**src/sv/sorted_priority_queue_unit_defines.svh**
```systemverilog
// Assertion macros for the sorted priority queue.
// All checks sample on clk_i and are disabled while rst_ni is low.
`ifndef SORTED_PRIORITY_QUEUE_UNIT_DEFINES_SVH
`define SORTED_PRIORITY_QUEUE_UNIT_DEFINES_SVH

`ifndef SYNTHESIS
`define SPQ_ASSERT(lbl, prop, msg) \
  lbl: assert property (@(posedge clk_i) disable iff (!rst_ni) (prop)) else $error(msg);
`define SPQ_ASSERT_NEXT(lbl, pre, post, msg) \
  lbl: assert property (@(posedge clk_i) disable iff (!rst_ni) (pre) |=> (post)) \
    else $error(msg);
`else
`define SPQ_ASSERT(lbl, prop, msg)
`define SPQ_ASSERT_NEXT(lbl, pre, post, msg)
`endif

`endif

```
**src/sv/spq_pkg.sv**
```systemverilog
package spq_pkg;

  localparam int unsigned Depth = 16;
  localparam int unsigned DataW = 32;
  localparam int unsigned KeyW  = 32;
  localparam int unsigned CntW  = $clog2(Depth + 1);

  typedef enum logic [0:0] {
    ModeInsert = 1'b0,
    ModeRemove = 1'b1
  } mode_e;

  typedef enum logic [1:0] {
    StOk    = 2'd0,
    StFull  = 2'd1,
    StEmpty = 2'd2
  } status_e;

  typedef struct packed {
    logic [KeyW-1:0]  key;
    logic [DataW-1:0] data;
  } entry_t;

  // Per-cell control from the queue controller.
  typedef struct packed {
    logic ins;         // insert step in progress
    logic rem;         // remove step in progress
    logic occupied;    // cell index below the stored count
    logic left_after;  // new entry goes after the left neighbor
  } cell_ctrl_t;

endpackage

```
**src/sv/spq_if.sv**
```systemverilog
interface spq_in_if;
  logic        valid;
  logic        ready;
  logic        mode;
  logic [31:0] item_data;
  logic [31:0] item_key;

  modport source (output valid, mode, item_data, item_key, input ready);
  modport sink   (input valid, mode, item_data, item_key, output ready);
endinterface

interface spq_out_if;
  logic        valid;
  logic        ready;
  logic [31:0] removed_data;
  logic [31:0] removed_key;
  logic [31:0] head_data;
  logic [31:0] head_key;
  logic [4:0]  entry_count;
  logic        is_empty;
  logic [1:0]  status;

  modport source (output valid, removed_data, removed_key, head_data, head_key,
                  entry_count, is_empty, status, input ready);
  modport sink   (input valid, removed_data, removed_key, head_data, head_key,
                  entry_count, is_empty, status, output ready);
endinterface

```
**src/sv/sorted_priority_queue_unit.sv**
```systemverilog
// Sorted min-priority queue of spq_pkg::Depth entries (data word plus key).
// Input channel in_i: mode 0 inserts item_data under item_key, mode 1 removes
// the entry with the least key. Equal keys leave in arrival order.
// Output channel out_o: one result beat per accepted input beat, carrying the
// removed entry (zero unless a remove succeeded), the head entry and count
// after the step, an empty flag and a status code (ok, insert on full,
// remove on empty). A failed step leaves the queue unchanged.
// The result beat is registered and valid in the cycle after the input beat.
// Throughput: one item per cycle while the receiver takes results. The whole
// row of cells compares its keys against the new key and shifts in the same
// cycle, so that single compare-and-shift step sets the rate.
// Reset clears the entry count and the output valid; cell contents are
// not reset and are never read before they are written.
// When the receiver stalls, the result beat holds and in_i.ready drops until
// it is taken; a new input beat is taken in the same cycle the result leaves.
`include "sorted_priority_queue_unit_defines.svh"

module sorted_priority_queue_unit (
  input  logic       clk_i,
  input  logic       rst_ni,
  spq_in_if.sink     in_i,
  spq_out_if.source  out_o
);

  localparam int unsigned Depth = spq_pkg::Depth;
  localparam int unsigned CntW  = spq_pkg::CntW;

  logic [CntW-1:0] count_q, count_d;
  logic            full, empty;
  logic            accept, ins_go, rem_go;
  spq_pkg::entry_t new_entry;

  spq_pkg::entry_t     cell_q   [Depth];
  spq_pkg::entry_t     cell_d   [Depth];
  logic [Depth-1:0]    after;
  spq_pkg::cell_ctrl_t ctrl     [Depth];

  logic            out_valid_q;
  logic [31:0]     rem_data_q, rem_key_q, head_data_q, head_key_q;
  logic [CntW-1:0] out_count_q;
  spq_pkg::status_e status_q, status_d;

  // Take a new beat whenever the result register is free or being drained.
  assign in_i.ready = !out_valid_q || out_o.ready;
  assign accept     = in_i.valid && in_i.ready;

  assign full  = (count_q == CntW'(Depth));
  assign empty = (count_q == '0);

  assign ins_go = accept && (in_i.mode == spq_pkg::ModeInsert) && !full;
  assign rem_go = accept && (in_i.mode == spq_pkg::ModeRemove) && !empty;

  assign new_entry.key  = in_i.item_key;
  assign new_entry.data = spq_pkg::DataW'(in_i.item_data);

  // Row of cells: each compares against the new key and shifts toward its
  // neighbor on insert (right) or remove (left).
  for (genvar i = 0; i < Depth; i++) begin : g_cell
    assign ctrl[i].ins      = ins_go;
    assign ctrl[i].rem      = rem_go;
    assign ctrl[i].occupied = (count_q > CntW'(i));
    if (i == 0) begin : g_head
      assign ctrl[i].left_after = 1'b1;
    end else begin : g_body
      assign ctrl[i].left_after = after[i-1];
    end

    spq_cell u_cell (
      .clk_i     (clk_i),
      .ctrl_i    (ctrl[i]),
      .new_i     (new_entry),
      .left_i    ((i == 0) ? new_entry : cell_q[(i == 0) ? 0 : i-1]),
      .right_i   ((i == Depth-1) ? spq_pkg::entry_t'('0)
                                 : cell_q[(i == Depth-1) ? i : i+1]),
      .entry_o   (cell_q[i]),
      .entry_d_o (cell_d[i]),
      .after_o   (after[i])
    );
  end

  always_comb begin
    count_d = count_q;
    if (ins_go) begin
      count_d = count_q + CntW'(1);
    end else if (rem_go) begin
      count_d = count_q - CntW'(1);
    end
  end

  always_comb begin
    status_d = spq_pkg::StOk;
    if (in_i.mode == spq_pkg::ModeInsert) begin
      if (full) begin
        status_d = spq_pkg::StFull;
      end
    end else if (empty) begin
      status_d = spq_pkg::StEmpty;
    end
  end

  always_ff @(posedge clk_i or negedge rst_ni) begin
    if (!rst_ni) begin
      count_q     <= '0;
      out_valid_q <= 1'b0;
    end else begin
      count_q <= count_d;
      if (accept) begin
        out_valid_q <= 1'b1;
      end else if (out_o.ready) begin
        out_valid_q <= 1'b0;
      end
    end
  end

  // Result register: capture the step outcome, hold it while stalled.
  always_ff @(posedge clk_i) begin
    if (accept) begin
      rem_data_q  <= rem_go ? 32'(cell_q[0].data) : '0;
      rem_key_q   <= rem_go ? cell_q[0].key : '0;
      head_data_q <= (count_d != '0) ? 32'(cell_d[0].data) : '0;
      head_key_q  <= (count_d != '0) ? cell_d[0].key : '0;
      out_count_q <= count_d;
      status_q    <= status_d;
    end
  end

  assign out_o.valid        = out_valid_q;
  assign out_o.removed_data = rem_data_q;
  assign out_o.removed_key  = rem_key_q;
  assign out_o.head_data    = head_data_q;
  assign out_o.head_key     = head_key_q;
  assign out_o.entry_count  = 5'(out_count_q);
  assign out_o.is_empty     = (out_count_q == '0);
  assign out_o.status       = status_q;

  `SPQ_ASSERT(a_count_bound, count_q <= CntW'(Depth), "entry count above depth")
  `SPQ_ASSERT_NEXT(a_rem_dec, rem_go, count_q == $past(count_q) - CntW'(1), "remove count slip")
  `SPQ_ASSERT_NEXT(a_ins_inc, ins_go, count_q == $past(count_q) + CntW'(1), "insert count slip")
  `SPQ_ASSERT(a_full_status, out_valid_q && status_q == spq_pkg::StFull |-> full, "full flag slip")
  `SPQ_ASSERT(a_result_count, out_valid_q |-> out_count_q == count_q, "result count stale")

endmodule

```
**src/sv/spq_cell.sv**
```systemverilog
module spq_cell (
  input  logic               clk_i,
  input  spq_pkg::cell_ctrl_t ctrl_i,
  input  spq_pkg::entry_t    new_i,
  input  spq_pkg::entry_t    left_i,
  input  spq_pkg::entry_t    right_i,
  output spq_pkg::entry_t    entry_o,
  output spq_pkg::entry_t    entry_d_o,
  output logic               after_o
);

  spq_pkg::entry_t entry_q, entry_d;

  // New entry sorts after this one: keeps arrival order on equal keys.
  assign after_o = ctrl_i.occupied && (entry_q.key <= new_i.key);

  always_comb begin
    entry_d = entry_q;
    if (ctrl_i.rem) begin
      entry_d = right_i;
    end else if (ctrl_i.ins && !after_o) begin
      entry_d = ctrl_i.left_after ? new_i : left_i;
    end
  end

  always_ff @(posedge clk_i) begin
    if (ctrl_i.ins || ctrl_i.rem) begin
      entry_q <= entry_d;
    end
  end

  assign entry_o   = entry_q;
  assign entry_d_o = entry_d;

endmodule

```
**src/flat_wrapper.sv**
```systemverilog
// flat-port wrapper written by rule: the top's interface ports become plain ports
module sorted_priority_queue_unit_flat 
  (clk_i, rst_ni, in_i_valid, in_i_mode, in_i_item_data, in_i_item_key, in_i_ready, out_o_valid, out_o_removed_data, out_o_removed_key, out_o_head_data, out_o_head_key, out_o_entry_count, out_o_is_empty, out_o_status, out_o_ready);
  spq_in_if in_i_i ();
  spq_out_if out_o_i ();
  input  logic clk_i;
  input  logic rst_ni;
  input wire logic [$bits(in_i_i.valid)-1:0] in_i_valid;
  input wire logic [$bits(in_i_i.mode)-1:0] in_i_mode;
  input wire logic [$bits(in_i_i.item_data)-1:0] in_i_item_data;
  input wire logic [$bits(in_i_i.item_key)-1:0] in_i_item_key;
  output wire logic [$bits(in_i_i.ready)-1:0] in_i_ready;
  output wire logic [$bits(out_o_i.valid)-1:0] out_o_valid;
  output wire logic [$bits(out_o_i.removed_data)-1:0] out_o_removed_data;
  output wire logic [$bits(out_o_i.removed_key)-1:0] out_o_removed_key;
  output wire logic [$bits(out_o_i.head_data)-1:0] out_o_head_data;
  output wire logic [$bits(out_o_i.head_key)-1:0] out_o_head_key;
  output wire logic [$bits(out_o_i.entry_count)-1:0] out_o_entry_count;
  output wire logic [$bits(out_o_i.is_empty)-1:0] out_o_is_empty;
  output wire logic [$bits(out_o_i.status)-1:0] out_o_status;
  input wire logic [$bits(out_o_i.ready)-1:0] out_o_ready;
  assign in_i_i.valid = in_i_valid;
  assign in_i_i.mode = in_i_mode;
  assign in_i_i.item_data = in_i_item_data;
  assign in_i_i.item_key = in_i_item_key;
  assign in_i_ready = in_i_i.ready;
  assign out_o_valid = out_o_i.valid;
  assign out_o_removed_data = out_o_i.removed_data;
  assign out_o_removed_key = out_o_i.removed_key;
  assign out_o_head_data = out_o_i.head_data;
  assign out_o_head_key = out_o_i.head_key;
  assign out_o_entry_count = out_o_i.entry_count;
  assign out_o_is_empty = out_o_i.is_empty;
  assign out_o_status = out_o_i.status;
  assign out_o_i.ready = out_o_ready;
  sorted_priority_queue_unit u_core (.clk_i(clk_i), .rst_ni(rst_ni), .in_i(in_i_i), .out_o(out_o_i));
endmodule
```
**config.mk**
```make
export PLATFORM = sky130hd
export DESIGN_NAME = sorted_priority_queue_unit_flat
export DESIGN_NICKNAME = d
export VERILOG_FILES = /design/src/sv/spq_pkg.sv /design/src/sv/spq_if.sv /design/src/sv/sorted_priority_queue_unit.sv /design/src/sv/spq_cell.sv /design/src/flat_wrapper.sv
export VERILOG_INCLUDE_DIRS = /design/src /design/src/sv
export SDC_FILE = /design/constraint.sdc
export NUM_CORES = 2
export LEC_CHECK = 0
export ABC_AREA = 1
export BUFFER_PORTS_ARGS = -buffer_cell sky130_fd_sc_hd__buf_4
export CELL_PAD_IN_SITES_DETAIL_PLACEMENT = 1
export CELL_PAD_IN_SITES_GLOBAL_PLACEMENT = 1
export CORE_UTILIZATION = 45
export CTS_CLUSTER_DIAMETER = 60
export CTS_CLUSTER_SIZE = 30
export DETAILED_ROUTE_END_ITERATION = 6
export GPL_ROUTABILITY_DRIVEN = 0
export GPL_TIMING_DRIVEN = 1
export PLACE_DENSITY_LB_ADDON = 0.1
export SETUP_SLACK_MARGIN = 0.15
export SYNTH_ARGS = -nofsm -noshare
export SYNTH_HDL_FRONTEND = slang
export SYNTH_SLANG_ARGS = --single-unit
export TNS_END_PERCENT = 10
```
**constraint.sdc**
```tcl
create_clock -name clk_i -period 17 [get_ports clk_i]
set_input_delay 1.7 -clock clk_i [delete_from_list [all_inputs] [get_ports clk_i]]
set_output_delay 1.7 -clock clk_i [all_outputs]
set_load 0.01 [all_outputs]
```
==> impl_metrics.py <==
metrics = {
    "status": {
        "status": "finished, final reports clean",
    },
    "timing": {
        "fmax_mhz": 142,
        "setup_violations": 0,
        "setup_tns_ns": 0,
        "worst_slew_pin_slew_ns": 1.28,
        "worst_clock_skew_ns": 0.0373,
        "grt_setup_unrepaired": "false",
        "finalHoldViolCount": 0,
        "post-route-period-util_pct": 41.5,
        "maxSlewViolCount": 0,
        "period_needed_ns": 7.06,
        "max_slew_margin_pct": 14.8,
        "hold_ws_ns": 0.513,
    },
    "cts": {
        "clk_pin_slew_ns": 0.07,
        "clock_sinks": 1165,
        "cts_tree": "yes",
        "cts_max_level": 4,
        "clockRootBuffer": "clkbuf_16",
        "insertion_delay_ns": 0.80,
        "holdBufCountCts": 0,
        "ctsResizeCount": 0,
        "numCtsBuffers": 139,
        "cts_post_setup_buffers_inserted": 0,
        "clock_path_buffers": 3,
    },
    "critical_path": {
        "r2r_cells": 13,
        "reg2reg_setup_slack_ns": 9.94,
        "cp_cell_sequence": "inv_1, ha_1, inv_1, nor3_4, nand2_2, nand2_8, buf_4, buf_12, buf_4, buf_4, buf_4, nand3_1, a21oi_1",
        "r2r-start": "u_core.count_q[0]$_DFF_PN0_",
        "crit_arrival_ns": 7.68,
        "cp_top_family": "buffers and inverters",
        "worst-setup-path-type": "flip-flop to flip-flop",
        "worst-endpoint-required_ns": 17.63,
        "worst_r2r_endpoint": "u_core.out_o.head_key[10]$_SDFFCE_PN0P_",
        "worst-path-buf-inv": 7,
        "cp-start-kind": "flip-flop",
        "critPathSlowestCell": "buf_4",
        "critPathMaxStageDelay_ns": 0.92,
        "path_common_cell": "buf_4",
        "crit_start": "u_core.count_q[0]$_DFF_PN0_",
        "end_kind": "flip-flop",
        "critPathMaxFanout": 172,
    },
    "cells_and_area": {
        "fin_cells": 11500,
        "syn_to_final_growth_pct": 11.4,
        "drive_gt1_share_pct": 7.60,
        "nNetsFinal": 9764,
        "final_util_pct": 50.6,
        "fill_cells": 19700,
    },
    "yosys": {
        "syn_area_um2": 74100,
        "syn-num-nets": 9876,
        "ys_seq_elements": 1165,
        "yosysUniqueCellTypes": 40,
        "yosysMostFrequentCell": "nand2_1",
        "synthArstFlopShare_pct": 0.515,
        "syn_area_per_cell_um2": 7.98,
        "synthCells": 9290,
        "yosysTopAreaCell": "edfxtp_1",
        "synth_edf_count": 1159,
        "yosys-top-cells-count": "nand2_1 (2844), nand3_1 (1872), edfxtp_1 (1159), inv_1 (1043), clkbuf_1 (519)",
        "ys_top_cells_by_area": "edfxtp_1 (47%), nand2_1 (14%), nand3_1 (13%), ha_1 (8.7%), inv_1 (5.3%)",
        "synth-main-ff-cell": "edfxtp_1",
        "synth_top_area_share_pct": 47.0,
        "synth_seq_area_share_pct": 47.2,
        "synth_warnings": 0,
    },
    "routing": {
        "final_antenna_net_count": 0,
        "first_pass_iters": 6,
        "drc": 0,
        "viasPerCell": 5.92,
        "drtIter0Drc": 6811,
        "wirelength_um": 281000,
        "detail_route.wl_per_cell_um": 24.5,
        "via_count": 67900,
    },
    "place": {
        "dp_hpwl_um": 180000,
        "dp_cells": 11200,
        "port_buffers": 206,
    },
    "floorplanning": {
        "io_pins": 207,
        "rows": 148,
        "die_h_um": 408,
        "start_util_pct": 45.4,
        "design.die.area_um2": 166000,
        "die_w_um": 408,
        "core_um2": 163000,
    },
    "global_routing": {
        "overflow": 0,
        "grt_first_pass_wirelength_um": 427000,
        "grtUsageTotal_pct": 33.1,
        "antenna_found_initial": 1,
        "grt_max_degree": 204,
        "grt_pass1_vias": 69900,
    },
    "pwr": {
        "p_leak_nw": 38.2,
        "power_density_nw_per_um2": 154,
        "ir_drop_mv": 0.113,
    },
    "min_path": {
        "hold_depth": 2,
        "min_to": "u_core.g_cell[14].u_cell.entry_o[24]$_DFFE_PP_",
        "hold_class": "flip-flop to flip-flop",
        "min_from": "u_core.g_cell[15].u_cell.entry_o[24]$_SDFFCE_PP0P_",
    },
    "run": {
        "cap_viol_max_count": 0,
    },
}
registers in the layout (all words and copies together) (netlist names):
| register | cells |
|---|---|
| u_core.out_o.valid | 1 |
| u_core.out_o.head_data | 32 |
| u_core.count_q | 5 |
| u_core.out_o.removed_key | 32 |
| u_core.out_o.removed_data | 32 |
| u_core.out_o.entry_count | 5 |
| u_core.g_cell.u_cell.entry_o | 1024 |
| u_core.out_o.status | 2 |
| u_core.out_o.head_key | 32 |
power breakdown:
| group | internal (mW) | switching [mW] |
|---|---|---|
| sequential | 4.14 | 0.366 |
| combinational | 1.32 | 3.60 |
| clock | 1.88 | 1.40 |
per-layer routing:
| layer | track usage [%] | routed length [um] | vias up |
|---|---|---|---|
| met5 | 0 | 0 | - |
| met4 | 12.2 | 10300 | 0 |
| li1 | - | - | 31000 |
| met2 | 53.7 | 129000 | 2485 |
| met3 | 4.78 | 19500 | 495 |
| met1 | 44.9 | 122000 | 33900 |
per-stage QoR:
step,instance area (um2),worst slack (ns),power (mW)
2_1_floorplan,74100,9.38,7.48
3_3_place_gp,77700,9.43,9.14
3_5_place_dp,77700,9.34,9.36
4_1_cts,82600,10.0,12.7
5_1_grt,82600,9.56,13.3
6_report,82600,9.94,12.7
cells in the final DEF (no fill, tap or decap), drive strengths merged, types with 2 or more instances in the layout:
cell,Yosys,final
clkinv,0,43
dfrtp,6,6
nor3,24,24
nor3b,2,2
clkinvlp,0,11
nor2,216,216
nor4,12,12
bufinv,0,19
o21ai,346,346
o211ai,21,21
a211oi,10,10
nand3b,8,8
nand3,1872,1872
or2,2,2
a21oi,470,470
ha,517,517
a31oi,14,14
clkbuf,519,153
nor4b,4,4
o21bai,2,2
o21a,13,13
edfxtp,1159,1159
buf,103,369
nand2,2850,2850
o221ai,3,3
xor2,3,3
nand4,64,64
diode,0,2
inv,1047,1076
worst max path at each step:
stage / to / slack, ns / depth (start not counted)
after floorplan: u_core.g_cell[2].u_cell.entry_o[0]$_DFFE_PP_ / 9.38 / 13
after CTS: u_core.out_o.head_key[8]$_SDFFCE_PN0P_ / 10.0 / 13
after global placement: u_core.out_o.head_key[9]$_SDFFCE_PN0P_ / 9.43 / 13
final: u_core.out_o.head_key[10]$_SDFFCE_PN0P_ / 9.94 / 13
after detailed placement: u_core.out_o.head_key[10]$_SDFFCE_PN0P_ / 9.34 / 13
after global routing: u_core.out_o.head_key[10]$_SDFFCE_PN0P_ / 9.56 / 13
layout make-up:
cell class | count | area [um2] | area share (%)
clock inverter | 102 | 1220 | 1.48
antenna | 2 | 5.00 | 0.00606
tap | 2175 | 2720 | 3.30
timing repair buffer | 369 | 2820 | 3.41
multi-input combinational | 6456 | 33300 | 40.3
clock buffer | 153 | 3660 | 4.43
inverter | 1047 | 3940 | 4.78
sequential | 1165 | 35000 | 42.3
logic make-up (layout without fill, tap and decap cells):
group | count (synthesis) | after routing | share of synthesized area (%)
and+or+nand+nor | 5055 | 5055 | 29.2
buffers and inverters | 1669 | 1671 | 8.54
DFF | 1165 | 1165 | 47.2
other | 0 | 2 | 0
AOI/OAI and AO/OA | 881 | 881 | 6.31
xor gates and xnor gates | 3 | 3 | 0.0456
adders and majority gates | 517 | 517 | 8.73
worst reg2reg max path, delay by kind of cell, from the launching register on:
kind / cells / cell delay, ns
AO/OA/AOI/OAI: 1 / 0.18
adder cells (fa/ha/maj): 1 / 0.20
buffers and inverters: 7 / 4.69
flip-flops: 1 / 0.45
AND/OR/NAND/NOR: 4 / 1.37
No activity file was read; power rests on OpenSTA's default activity.
